===== src/design/c80se_pkg.sv =====
// Shared types, opcode patterns and helpers for the 8080 subset execute block.
package c80se_pkg;

  typedef struct packed {
    logic [7:0] func;
    logic [7:0] imm_low;
    logic [7:0] imm_high;
    logic [7:0] mem_byte;
  } instr_t;

  typedef struct packed {
    logic [15:0] pc;
    logic [15:0] sp;
    logic [7:0]  a;
    logic [7:0]  b;
    logic [7:0]  c;
    logic [7:0]  d;
    logic [7:0]  e;
    logic [7:0]  h;
    logic [7:0]  l;
    logic [3:0]  flags;
  } state_t;

  typedef struct packed {
    logic       mem_write;
    logic [7:0] mem_data;
    logic       unimplemented;
  } exec_t;

  localparam int unsigned FLAG_CY = 0;
  localparam int unsigned FLAG_P  = 1;
  localparam int unsigned FLAG_Z  = 2;
  localparam int unsigned FLAG_S  = 3;

  localparam logic [1:0] RP_BC = 2'd0;
  localparam logic [1:0] RP_DE = 2'd1;
  localparam logic [1:0] RP_HL = 2'd2;
  localparam logic [1:0] RP_SP = 2'd3;

  localparam logic [2:0] OPD_B = 3'd0;
  localparam logic [2:0] OPD_C = 3'd1;
  localparam logic [2:0] OPD_D = 3'd2;
  localparam logic [2:0] OPD_E = 3'd3;
  localparam logic [2:0] OPD_H = 3'd4;
  localparam logic [2:0] OPD_L = 3'd5;
  localparam logic [2:0] OPD_M = 3'd6;
  localparam logic [2:0] OPD_A = 3'd7;

  localparam logic [1:0] CC_Z  = 2'd0;
  localparam logic [1:0] CC_CY = 2'd1;
  localparam logic [1:0] CC_P  = 2'd2;
  localparam logic [1:0] CC_S  = 2'd3;

  localparam logic [7:0] OP_ADI     = 8'hc6;
  localparam logic [7:0] OP_ACI     = 8'hce;
  localparam logic [7:0] OP_SUI     = 8'hd6;
  localparam logic [7:0] OP_JMP     = 8'hc3;
  localparam logic [7:0] OP_JMP_ALT = 8'hcb;

  localparam logic [7:0] PAT_NOP    = 8'b00??_?000;
  localparam logic [7:0] PAT_INX    = 8'b00??_0011;
  localparam logic [7:0] PAT_DCX    = 8'b00??_1011;
  localparam logic [7:0] PAT_DAD    = 8'b00??_1001;
  localparam logic [7:0] PAT_INRDCR = 8'b00??_?10?;
  localparam logic [7:0] PAT_ALU    = 8'b100?_????;
  localparam logic [7:0] PAT_JCC    = 8'b11??_?010;

  function automatic logic [3:0] zsp_of(input logic [7:0] r);
    logic [3:0] f;
    f         = '0;
    f[FLAG_P] = ~^r;
    f[FLAG_Z] = (r == 8'h00);
    f[FLAG_S] = r[7];
    return f;
  endfunction

endpackage


===== src/design/c80se_in_if.sv =====
// Instruction channel: opcode, two following bytes and the byte at HL.
interface c80se_in_if;
  logic       valid;
  logic       ready;
  logic [7:0] func;
  logic [7:0] imm_low;
  logic [7:0] imm_high;
  logic [7:0] mem_byte;

  modport source (output valid, output func, output imm_low, output imm_high,
                  output mem_byte, input ready);
  modport sink   (input valid, input func, input imm_low, input imm_high,
                  input mem_byte, output ready);
endinterface


===== src/design/c80se_out_if.sv =====
// Result channel: machine state after each instruction and the memory write.
interface c80se_out_if;
  logic        valid;
  logic        ready;
  logic [15:0] pc_after;
  logic [7:0]  acc;
  logic [3:0]  flags_out;
  logic [15:0] bc_pair;
  logic [15:0] de_pair;
  logic [15:0] hl_pair;
  logic [15:0] stack_ptr;
  logic        mem_write;
  logic [7:0]  mem_data;
  logic        unimplemented;

  modport source (output valid, output pc_after, output acc, output flags_out,
                  output bc_pair, output de_pair, output hl_pair, output stack_ptr,
                  output mem_write, output mem_data, output unimplemented,
                  input ready);
  modport sink   (input valid, input pc_after, input acc, input flags_out,
                  input bc_pair, input de_pair, input hl_pair, input stack_ptr,
                  input mem_write, input mem_data, input unimplemented,
                  output ready);
endinterface


===== src/design/c80se_exec.sv =====
// Decode and execute of one instruction against the current machine state.
module c80se_exec
  import c80se_pkg::*;
(
  input  instr_t instr_i,
  input  state_t cur_i,
  output state_t nxt_o,
  output exec_t  res_o
);

  logic [7:0]  func;
  logic [2:0]  opd_sel;
  logic [7:0]  opd;
  logic [7:0]  incdec;
  logic [15:0] pair;
  logic [15:0] hl;
  logic [16:0] dad_sum;
  logic [1:0]  alu_op;
  logic [7:0]  alu_v;
  logic        cin;
  logic [8:0]  alu_sum;
  logic        cond_flag;
  logic        taken;
  logic        pair_wr;
  logic [15:0] pair_val;
  logic        jump;
  logic [1:0]  len;
  state_t      nxt;
  exec_t       res;

  assign func    = instr_i.func;
  assign opd_sel = func[7] ? func[2:0] : func[5:3];
  assign hl      = {cur_i.h, cur_i.l};

  always_comb begin
    unique case (opd_sel)
      OPD_B:   opd = cur_i.b;
      OPD_C:   opd = cur_i.c;
      OPD_D:   opd = cur_i.d;
      OPD_E:   opd = cur_i.e;
      OPD_H:   opd = cur_i.h;
      OPD_L:   opd = cur_i.l;
      OPD_M:   opd = instr_i.mem_byte;
      OPD_A:   opd = cur_i.a;
      default: opd = cur_i.a;
    endcase
  end

  always_comb begin
    unique case (func[5:4])
      RP_BC:   pair = {cur_i.b, cur_i.c};
      RP_DE:   pair = {cur_i.d, cur_i.e};
      RP_HL:   pair = hl;
      RP_SP:   pair = cur_i.sp;
      default: pair = cur_i.sp;
    endcase
  end

  always_comb begin
    unique case (func[5:4])
      CC_Z:    cond_flag = cur_i.flags[FLAG_Z];
      CC_CY:   cond_flag = cur_i.flags[FLAG_CY];
      CC_P:    cond_flag = cur_i.flags[FLAG_P];
      CC_S:    cond_flag = cur_i.flags[FLAG_S];
      default: cond_flag = cur_i.flags[FLAG_S];
    endcase
  end

  assign taken   = func[3] ? cond_flag : ~cond_flag;
  assign incdec  = func[0] ? (opd - 8'd1) : (opd + 8'd1);
  assign dad_sum = {1'b0, hl} + {1'b0, pair};
  assign alu_op  = func[4:3];
  assign alu_v   = func[6] ? instr_i.imm_low : opd;
  assign cin     = alu_op[0] & cur_i.flags[FLAG_CY];
  assign alu_sum = alu_op[1] ? ({1'b0, cur_i.a} - {1'b0, alu_v} - {8'd0, cin})
                             : ({1'b0, cur_i.a} + {1'b0, alu_v} + {8'd0, cin});

  always_comb begin
    nxt      = cur_i;
    res      = '0;
    jump     = 1'b0;
    len      = 2'd1;
    pair_wr  = 1'b0;
    pair_val = pair;
    unique case (func) inside
      PAT_NOP: begin
      end
      PAT_INX: begin
        pair_wr  = 1'b1;
        pair_val = pair + 16'd1;
      end
      PAT_DCX: begin
        pair_wr  = 1'b1;
        pair_val = pair - 16'd1;
      end
      PAT_DAD: begin
        nxt.h              = dad_sum[15:8];
        nxt.l              = dad_sum[7:0];
        nxt.flags[FLAG_CY] = dad_sum[16];
      end
      PAT_INRDCR: begin
        nxt.flags = zsp_of(incdec) | {3'b000, cur_i.flags[FLAG_CY]};
        unique case (func[5:3])
          OPD_B:   nxt.b = incdec;
          OPD_C:   nxt.c = incdec;
          OPD_D:   nxt.d = incdec;
          OPD_E:   nxt.e = incdec;
          OPD_H:   nxt.h = incdec;
          OPD_L:   nxt.l = incdec;
          OPD_M: begin
            res.mem_write = 1'b1;
            res.mem_data  = incdec;
          end
          OPD_A:   nxt.a = incdec;
          default: nxt.a = incdec;
        endcase
      end
      PAT_ALU, OP_ADI, OP_ACI, OP_SUI: begin
        nxt.a     = alu_sum[7:0];
        nxt.flags = zsp_of(alu_sum[7:0]) | {3'b000, alu_sum[8]};
        if (func[6]) begin
          len = 2'd2;
        end
      end
      OP_JMP, OP_JMP_ALT: begin
        jump = 1'b1;
        len  = 2'd3;
      end
      PAT_JCC: begin
        jump = taken;
        len  = 2'd3;
      end
      default: res.unimplemented = 1'b1;
    endcase

    if (pair_wr) begin
      unique case (func[5:4])
        RP_BC:   {nxt.b, nxt.c} = pair_val;
        RP_DE:   {nxt.d, nxt.e} = pair_val;
        RP_HL:   {nxt.h, nxt.l} = pair_val;
        RP_SP:   nxt.sp = pair_val;
        default: nxt.sp = pair_val;
      endcase
    end

    if (!res.unimplemented) begin
      nxt.pc = jump ? {instr_i.imm_high, instr_i.imm_low} : (cur_i.pc + {14'd0, len});
    end
  end

  assign nxt_o = nxt;
  assign res_o = res;

endmodule


===== src/design/cpu8080_subset_execute.sv =====
// Execute stage for a subset of 8080 instructions, with its architectural state.
// One instruction retires per cycle while the output is not stalled: an instruction
// is taken into the input register, executed against the current registers, SP, PC
// and flags, and its result lands in the output register at the same edge that
// updates the state, so the next instruction already sees the updated state. The
// single execute step that reads and writes the state sets this rate; a stalled output
// holds the result and the input register takes one more instruction before ready
// drops. After reset all architectural registers, SP, PC and flags are zero.
module cpu8080_subset_execute
  import c80se_pkg::*;
(
  input  logic              clk_i,
  input  logic              rst_ni,
  c80se_in_if.sink          in_i,
  c80se_out_if.source       out_o
);

  logic   in_valid_q;
  instr_t instr_q;
  logic   out_valid_q;
  state_t out_state_q;
  exec_t  out_res_q;
  state_t state_q;
  state_t state_d;
  exec_t  exec_res;
  logic   fire;
  logic   in_accept;

  assign fire      = in_valid_q & (~out_valid_q | out_o.ready);
  assign in_i.ready = ~in_valid_q | fire;
  assign in_accept = in_i.valid & in_i.ready;

  c80se_exec u_exec (
    .instr_i (instr_q),
    .cur_i   (state_q),
    .nxt_o   (state_d),
    .res_o   (exec_res)
  );

  always_ff @(posedge clk_i or negedge rst_ni) begin
    if (!rst_ni) begin
      in_valid_q  <= 1'b0;
      out_valid_q <= 1'b0;
      state_q     <= '0;
    end else begin
      if (in_i.ready) begin
        in_valid_q <= in_i.valid;
      end
      if (fire) begin
        out_valid_q <= 1'b1;
        state_q     <= state_d;
      end else if (out_o.ready) begin
        out_valid_q <= 1'b0;
      end
    end
  end

  always_ff @(posedge clk_i) begin
    if (in_accept) begin
      instr_q <= '{func:     in_i.func,
                   imm_low:  in_i.imm_low,
                   imm_high: in_i.imm_high,
                   mem_byte: in_i.mem_byte};
    end
    if (fire) begin
      out_state_q <= state_d;
      out_res_q   <= exec_res;
    end
  end

  assign out_o.valid         = out_valid_q;
  assign out_o.pc_after      = out_state_q.pc;
  assign out_o.acc           = out_state_q.a;
  assign out_o.flags_out     = out_state_q.flags;
  assign out_o.bc_pair       = {out_state_q.b, out_state_q.c};
  assign out_o.de_pair       = {out_state_q.d, out_state_q.e};
  assign out_o.hl_pair       = {out_state_q.h, out_state_q.l};
  assign out_o.stack_ptr     = out_state_q.sp;
  assign out_o.mem_write     = out_res_q.mem_write;
  assign out_o.mem_data      = out_res_q.mem_data;
  assign out_o.unimplemented = out_res_q.unimplemented;

endmodule


===== src/flat_wrapper.sv =====
// flat-port wrapper written by rule: the top's interface ports become plain ports
module cpu8080_subset_execute_flat import c80se_pkg::*;
  (clk_i, rst_ni, in_i_valid, in_i_func, in_i_imm_low, in_i_imm_high, in_i_mem_byte, in_i_ready, out_o_valid, out_o_pc_after, out_o_acc, out_o_flags_out, out_o_bc_pair, out_o_de_pair, out_o_hl_pair, out_o_stack_ptr, out_o_mem_write, out_o_mem_data, out_o_unimplemented, out_o_ready);
  c80se_in_if in_i_i ();
  c80se_out_if out_o_i ();
  input  logic clk_i;
  input  logic rst_ni;
  input wire logic [$bits(in_i_i.valid)-1:0] in_i_valid;
  input wire logic [$bits(in_i_i.func)-1:0] in_i_func;
  input wire logic [$bits(in_i_i.imm_low)-1:0] in_i_imm_low;
  input wire logic [$bits(in_i_i.imm_high)-1:0] in_i_imm_high;
  input wire logic [$bits(in_i_i.mem_byte)-1:0] in_i_mem_byte;
  output wire logic [$bits(in_i_i.ready)-1:0] in_i_ready;
  output wire logic [$bits(out_o_i.valid)-1:0] out_o_valid;
  output wire logic [$bits(out_o_i.pc_after)-1:0] out_o_pc_after;
  output wire logic [$bits(out_o_i.acc)-1:0] out_o_acc;
  output wire logic [$bits(out_o_i.flags_out)-1:0] out_o_flags_out;
  output wire logic [$bits(out_o_i.bc_pair)-1:0] out_o_bc_pair;
  output wire logic [$bits(out_o_i.de_pair)-1:0] out_o_de_pair;
  output wire logic [$bits(out_o_i.hl_pair)-1:0] out_o_hl_pair;
  output wire logic [$bits(out_o_i.stack_ptr)-1:0] out_o_stack_ptr;
  output wire logic [$bits(out_o_i.mem_write)-1:0] out_o_mem_write;
  output wire logic [$bits(out_o_i.mem_data)-1:0] out_o_mem_data;
  output wire logic [$bits(out_o_i.unimplemented)-1:0] out_o_unimplemented;
  input wire logic [$bits(out_o_i.ready)-1:0] out_o_ready;
  assign in_i_i.valid = in_i_valid;
  assign in_i_i.func = in_i_func;
  assign in_i_i.imm_low = in_i_imm_low;
  assign in_i_i.imm_high = in_i_imm_high;
  assign in_i_i.mem_byte = in_i_mem_byte;
  assign in_i_ready = in_i_i.ready;
  assign out_o_valid = out_o_i.valid;
  assign out_o_pc_after = out_o_i.pc_after;
  assign out_o_acc = out_o_i.acc;
  assign out_o_flags_out = out_o_i.flags_out;
  assign out_o_bc_pair = out_o_i.bc_pair;
  assign out_o_de_pair = out_o_i.de_pair;
  assign out_o_hl_pair = out_o_i.hl_pair;
  assign out_o_stack_ptr = out_o_i.stack_ptr;
  assign out_o_mem_write = out_o_i.mem_write;
  assign out_o_mem_data = out_o_i.mem_data;
  assign out_o_unimplemented = out_o_i.unimplemented;
  assign out_o_i.ready = out_o_ready;
  cpu8080_subset_execute u_core (.clk_i(clk_i), .rst_ni(rst_ni), .in_i(in_i_i), .out_o(out_o_i));
endmodule

===== config.mk =====
export PLATFORM = sky130hd
export DESIGN_NAME = cpu8080_subset_execute_flat
export DESIGN_NICKNAME = d
export VERILOG_FILES = /design/src/design/c80se_pkg.sv /design/src/design/c80se_in_if.sv /design/src/design/c80se_out_if.sv /design/src/design/c80se_exec.sv /design/src/design/cpu8080_subset_execute.sv /design/src/flat_wrapper.sv
export SDC_FILE = /design/constraint.sdc
export NUM_CORES = 1
export LEC_CHECK = 0
export BUFFER_PORTS_ARGS = -buffer_cell sky130_fd_sc_hd__buf_2
export CORE_ASPECT_RATIO = 1.4
export CORE_MARGIN = 2
export CORE_UTILIZATION = 35
export DETAILED_ROUTE_END_ITERATION = 6
export MAX_ROUTING_LAYER = met4
export PLACE_DENSITY = 0.53
export SLEW_MARGIN = 10
export SYNTH_ARGS = -nofsm -noshare
export SYNTH_HDL_FRONTEND = slang
export SYNTH_SLANG_ARGS = --single-unit

===== constraint.sdc =====
create_clock -name clk_i -period 5.35 [get_ports clk_i]
set_input_delay 0.2675 -clock clk_i [delete_from_list [all_inputs] [get_ports clk_i]]
set_output_delay 0.2675 -clock clk_i [all_outputs]
set_load 0.005 [all_outputs]

==> flow_summary.ini, run 1 <==
[worst_setup_path]
required_ns = 5.64
rr_startpoint = u_core.instr_q[31]
startpoint_type = flip-flop
cp.arrival_ns = 5.34
reg2reg_to = u_core.out_o.flags_out[1]
worstSetupPathType = reg -> reg
reg2reg_depth = 22
critical_path.max_fanout = 10
end_kind = flip-flop
r2r_setup_slack_ns = 0.30

[drt]
num_vias = 11700
drc = 0
drt_iter0_drc = 727
ant_nets = 0
dr.pass1.iters = 5
avgViaCountPerCell = 5.55
routed_wl_mm = 49.7
wl_per_cell_um = 23.6

[cts]
cts_inserted_buffers = 25
clock_sinks = 228
path_clk_slew_ns = 0.07
cts_tree = built
insertion_delay_ns = 0.56
clockBufferDepth = 3
clockRootBuffer = clkbuf_16
htreeDepth = 1

[logic_synthesis]
syn_nets = 1487
synthSimpleGateAreaFrac_pct = 13.7
yosysTopAreaCellShare_pct = 28.7
yosysTopAreaCell = edfxtp_1
synthArstFlopShare_pct = 41.2
syn_area_per_cell_um2 = 10.2
synth-edff-count = 134
synth-xor-area-share_pct = 2.93
synth.area.mux_share_pct = 8.91
synth_compound_area_share_pct = 17.9
post-synth-top-count-cell = nand2_1
netlist_area_um2 = 14000
synth_top_family_by_area = compound AO/OA/AOI/OAI gates
yosys_warnings = 0
ys_seq_elements = 228
ys_top_cells_by_area = edfxtp_1 29%, dfrtp_1 17%, ha_1 6.0%
syn-instance-count = 1376
ys_types = 93
synthAdderAreaFrac_pct = 7.13
synth_top_cells_by_count = 180 x nand2_1, 134 x edfxtp_1, 119 x nor2_1, 101 x o21ai_0, 97 x a21oi_1
ys.flop_type = edfxtp_1
seq_area_frac_synth_pct = 45.5

[sta]
period_share_pct = 94.4
fmax_ghz = 0.198
setup_viol = 0
fin_ws_ns = 0.302
finalSetupTns_ns = 0
slew_viol_final = 0
rsz0062_at_grt = no
hold_viol = 0
worst_pin_slew_ns = 1.23
fin_skew_ns = 0.0215
relSlewSlack_pct = 17.9
min_period_ns = 5.05

[global_routing]
grt_pass1_vias = 11700
grt_max_degree = 77
gr-usage-all-layers_pct = 24.4
grt_overflow = 0
antenna_found_initial = 0
grt_pass1_wl_mm = 74.0

[placement]
gp_congestion = 0.993
pre_cts_slack_ns = 0.223
hpwl_mm = 37.3
dp_cells = 2026
place.port_buffers = 139

[power_and_ir_drop]
pwr-share-clk_pct = 21.4
p_leak_uw = 0.00698
power_frac_comb_pct = 44.5
internal_power_uw = 4860
fin_total_pwr_uw = 8180
p_switching_uw = 3320
p_per_area_nw_per_um2 = 490
switching_share_pct = 40.6
ir_drop_uv = 271
p_seq_share_pct = 34.0

[cells_and_area]
drive_above_1_share_pct = 22.5
instances_no_fill = 2110
syn_to_final_growth_pct = 19.2
fin_nets = 1675
num_antenna_cells = 0

[floorplanning]
die_h_um = 241
dieArea_um2 = 41700
placementRows = 86
pin_count = 140
start_util_pct = 35.6
die_w_um = 173
core_um2 = 39400

[worst_hold_path]
hp-class = in -> async

[outcome]
status = finished clean

[flow_run]
cap_violations = 0
## flip-flops by register name (all words and copies together) (netlist names)
name and cells:
u_core.state_q 92, u_core.out_o.acc 8, u_core.out_o.stack_ptr 16, u_core.out_o.de_pair 16, u_core.out_o.pc_after 16, u_core.out_o.unimplemented 1, u_core.out_o.mem_data 8, u_core.out_o.mem_write 1
u_core.out_o.hl_pair 16, u_core.instr_q 32, u_core.out_o.valid 1, u_core.out_o.bc_pair 16, u_core.in_valid_q 1, u_core.out_o.flags_out 4
## stage by stage
stage	cell area (um2)	hold WS, ns	utilization [%]
2_1_floorplan	14000	-0.0281	-
3_3_place_gp	15500	0.325	39.3
3_5_place_dp	15500	0.319	39.3
4_1_cts	16700	0.282	42.3
5_1_grt	16700	0.308	42.4
6_report	16700	0.260	42.4
## power by group through the flow
stage                     sequential, uW  clock (uW)  combinational, uW
final                               2780        1750               3640
after global routing                2820        1870               3980
after CTS                           2780        1800               3610
after detailed placement            2810           0               3570
after global placement              2810           0               3550
after floorplan                     2630           0               2360
## critical path, cell delays in order (launching register included)
cell and delay [ns]:
edfxtp_1 0.43, buf_4 0.20, mux2i_4 0.32, buf_6 0.20, nor2_1 0.07, a221oi_1 0.26
a21oi_1 0.08, o22a_1 0.21, mux2_2 0.29, ha_1 0.30, inv_1 0.13, ha_1 0.27
a21boi_1 0.15, o21a_1 0.20, o21a_1 0.19, nor2_1 0.12, xnor2_1 0.09, a221oi_2 0.31
ha_1 0.28, xor2_1 0.17, xnor2_1 0.15, nor2_1 0.05, a221o_1 0.29
## how the worst max path moves through the flow
stage	from	endpoint	slack, ns
6_report	u_core.instr_q[31]	u_core.out_o.flags_out[1]	0.30
5_1_grt	u_core.instr_q[31]	u_core.out_o.flags_out[1]	0.02
4_1_cts	u_core.instr_q[31]	u_core.out_o.flags_out[1]	0.19
3_5_place_dp	u_core.instr_q[31]	u_core.out_o.flags_out[1]	0.22
3_3_place_gp	u_core.instr_q[31]	u_core.out_o.flags_out[1]	0.24
2_1_floorplan	u_core.instr_q[24]	u_core.out_o.flags_out[1]	0.29
## routing by layer
metal,part of all wire [%],routed length [um],GRT usage [%]
met5,0,0,-
met4,7.0,3500,15.2
met3,4.9,2450,3.01
met2,51,25500,43.1
met1,37,18300,26.2
## final cells by class
cell class                      instances  area [um2]
Fill cell                            3889       22700
Clock buffer                           31         688
Inverter                               62         240
Clock inverter                         14         139
Timing Repair Buffer                  231        1480
Tap cell                              528         661
Sequential cell                       228        6380
Multi-Input combinational cell       1016        7120
## cell usage in the layout, fill, tap and decap left out, types with 8 or more instances in the layout
cell and count:
nand2_1 180, buf_2 139, edfxtp_1 134, nor2_1 119
o21ai_0 98, a21oi_1 97, dfrtp_1 94, ha_1 67
mux2_2 58, inv_1 56, buf_4 56, nand3_1 35
dlygate4sd3_1 35, xnor2_1 29, clkbuf_16 25, mux4_2 20
nor3_1 20, a31oi_1 16, a211oi_1 15, o22a_1 14
o211ai_1 14, a21o_1 14, o22ai_1 13, nand4_1 11
xor2_1 11, nand2b_1 10, o21a_1 10, and3_1 9
a221oi_1 9, nor2b_1 8, o221ai_1 8, fa_1 8
## logic make-up (layout without fill, tap and decap cells)
group | count (synthesis) | count (layout)
buf+inv | 132 | 338
flops | 228 | 228
simple gates | 430 | 430
xor+xnor | 43 | 43
fa+ha+maj | 75 | 75
compound gates | 379 | 379
mux | 89 | 89
## repair_timing
item / in CTS / in global routing
gates resized for setup: 0 / 9
hold buffers: 35 / 0
endpoints found under the setup margin: 0 / 2
hold endpoints to repair: 71 / 0
buffers inserted: 0 / 3
Power figures use the tool's default switching activity.
==> run 2, diff against run 1 <==
==> constraint.sdc (replaced) <==
create_clock -name clk_i -period 5.35 [get_ports clk_i]
set_input_delay 0.535 -clock clk_i [delete_from_list [all_inputs] [get_ports clk_i]]
set_output_delay 0.535 -clock clk_i [all_outputs]
set_load 0.005 [all_outputs]
==> run 2 against run 1 <==
  * Routed wire length is 0.66% higher
  * Worst hold slack worse by 0.13 ns
  * Combinational power is 3% lower
  * Maximum frequency is 0.96% lower
  * Global-route usage hardly changed
  * Setup slack worse by 0.049 ns
  * Sequential power hardly changed
  * Clock power is 5% higher
  * Critical endpoint unchanged
  * Largest cell class unchanged
==> flow_summary.ini, run 2 (same netlist as run 1, synthesis figures left out) <==
[floorplanning]
die_w_um = 173
start_util_pct = 35.6
core_um2 = 39400
dieArea_um2 = 41700
placementRows = 86
die_h_um = 241
pin_count = 140

[power_and_ir_drop]
p_leak_uw = 0.00682
ir_drop_uv = 287
fin_total_pwr_uw = 8200
p_per_area_nw_per_um2 = 502

[sta]
slew_viol_final = 0
fin_skew_ns = 0.0129
finalSetupTns_ns = 0
min_period_ns = 5.10
relSlewSlack_pct = 26.2
rsz0062_at_grt = no
hold_viol = 0
worst_pin_slew_ns = 1.10
fmax_ghz = 0.196
period_share_pct = 95.3
setup_viol = 0

[cells_and_area]
final_cell_mix = 180 x nand2_1, 138 x buf_2, 134 x edfxtp_1, 119 x nor2_1, 100 x o21ai_0
drive_above_1_share_pct = 22.5
largest_registers = u_core.state_q: 92 flops, u_core.instr_q: 32 flops
largest_reg_flops = 92
fin_nets = 1632
final_common_cell = nand2_1
syn_to_final_growth_pct = 16.6
num_antenna_cells = 0
regMostFlops = u_core.state_q

[worst_setup_path]
startpoint_type = flip-flop
crit_path_cell_trace = buf_6 > mux2_2 > buf_4 > a221oi_1 > a21oi_1 > o22a_1 > mux2_2 > ha_1 > inv_1 > ha_1 > a21boi_1 > o21a_1 > o21a_1 > nor2_1 > xnor2_1 > a221oi_2 > ha_1 > xor2_1 > xnor2_1 > nor2_1 > a221o_1
required_ns = 5.63
slowest_delay_ns = 0.46
path_common_cell = ha_1
worstSetupPathType = reg -> reg
end_kind = flip-flop
critical-path-slowest-cell = edfxtp_1
worstSetupStartpoint = u_core.instr_q[31]
cp.arrival_ns = 5.38
critical_path.max_fanout = 13
rr_startpoint = u_core.instr_q[31]

[drt]
avgViaCountPerCell = 5.60
ant_nets = 0
dr.pass1.iters = 6
wl_per_cell_um = 24.2
drt_iter0_drc = 883
routed_wl_mm = 50.0
num_vias = 11600
drc = 0

[placement]
place.port_buffers = 139
gp_congestion = 1.00
hpwl_mm = 37.6

[global_routing]
gr-usage-all-layers_pct = 24.4
antenna_found_initial = 0
grt_max_degree = 71
grt_pass1_vias = 11500
grt_overflow = 0
grt_pass1_wl_mm = 73.9

[cts]
clockBufferDepth = 3
htreeDepth = 1
cts_tree = built
cts_inserted_buffers = 25
clockRootBuffer = clkbuf_16
insertion_delay_ns = 0.54
path_clk_slew_ns = 0.06
clock_sinks = 228
hold_buffers = 0

[outcome]
status = finished clean

[flow_run]
cap_violations = 0

[worst_hold_path]
hp-class = in -> async
run 2: cell types whose count changed in the layout (fill, tap and decap cells not counted), moves of 2 or more:
cell           delta
buf_4             -9
bufinv_16         +3
clkbuf_1          +3
clkbuf_8          -3
clkinv_1          -2
clkinvlp_4        -2
dlygate4sd3_1    -35
inv_6             +2
o21ai_0           +2
o21ai_1           -3
run 2: per-layer routing:
layer / share of wire, % / GRT usage [%] / routed length, um / vias up
met5: 0 / - / 0 / -
met4: 5.9 / 12.8 / 2960 / 0
met3: 4.4 / 2.63 / 2220 / 137
met2: 53 / 44.4 / 26300 / 370
met1: 37 / 26.3 / 18600 / 5698
li1: - / - / - / 5365
run 2: stage by stage:
step / cells / area, um2 / setup slack (ns) / util (%) / hold WS, ns
finish: 2066 / 16300 / 0.253 / 41.5 / 0.133
global route: 2066 / 16300 / 0.00646 / 41.5 / 0.152
CTS: 2064 / 16300 / 0.116 / 41.4 / 0.147
detailed placement: 2020 / 15400 / 0.146 / 39.2 / 0.480
global placement: 2020 / 15400 / 0.197 / 39.2 / 0.475
floorplan: 1376 / 14000 / 0.290 / - / 0.239
run 2: cell type report:
cell class,instances,area [um2]
fill,3940,23000
multi-input combinational,1017,7130
sequential,228,6380
timing repair buffer,187,1070
tap,528,661
clock buffer,31,658
inverter,62,240
clock inverter,13,199
run 2: critical path: cells and delay by family (launching register included):
family                   cells  cell delay, ns
AO/OA/AOI/OAI                8            1.70
adder cells (fa/ha/maj)      3            0.85
multiplexers                 2            0.66
buffers and inverters        3            0.54
flip-flops                   1            0.46
XOR/XNOR                     3            0.42
AND/OR/NAND/NOR              2            0.18
run 2: worst paths after layout:
path,to,slack [ns],cells after the start
worst max-delay path,u_core.out_o.flags_out[1],0.25,21
worst min-delay path,u_core.state_q[89],0.13,1
worst max register to register,u_core.out_o.flags_out[1],0.25,21
worst min register to register,u_core.out_o.valid,0.50,1
max in group asynchronous,u_core.in_valid_q,4.19,2
min in group clk_i,u_core.instr_q[30],0.17,1
run 2: timing repair:
action / CTS / global route
endpoints found under the setup margin: 0 / 2
setup buffers: 0 / 1
resized for setup: 0 / 6
run 2: where the power goes:
group,internal [uW],leakage (uW),switching [uW]
Clock,1110,0.000418,729
Sequential,2350,0.00255,463
Combinational,1460,0.00386,2080
Total,4930,0.00682,3270
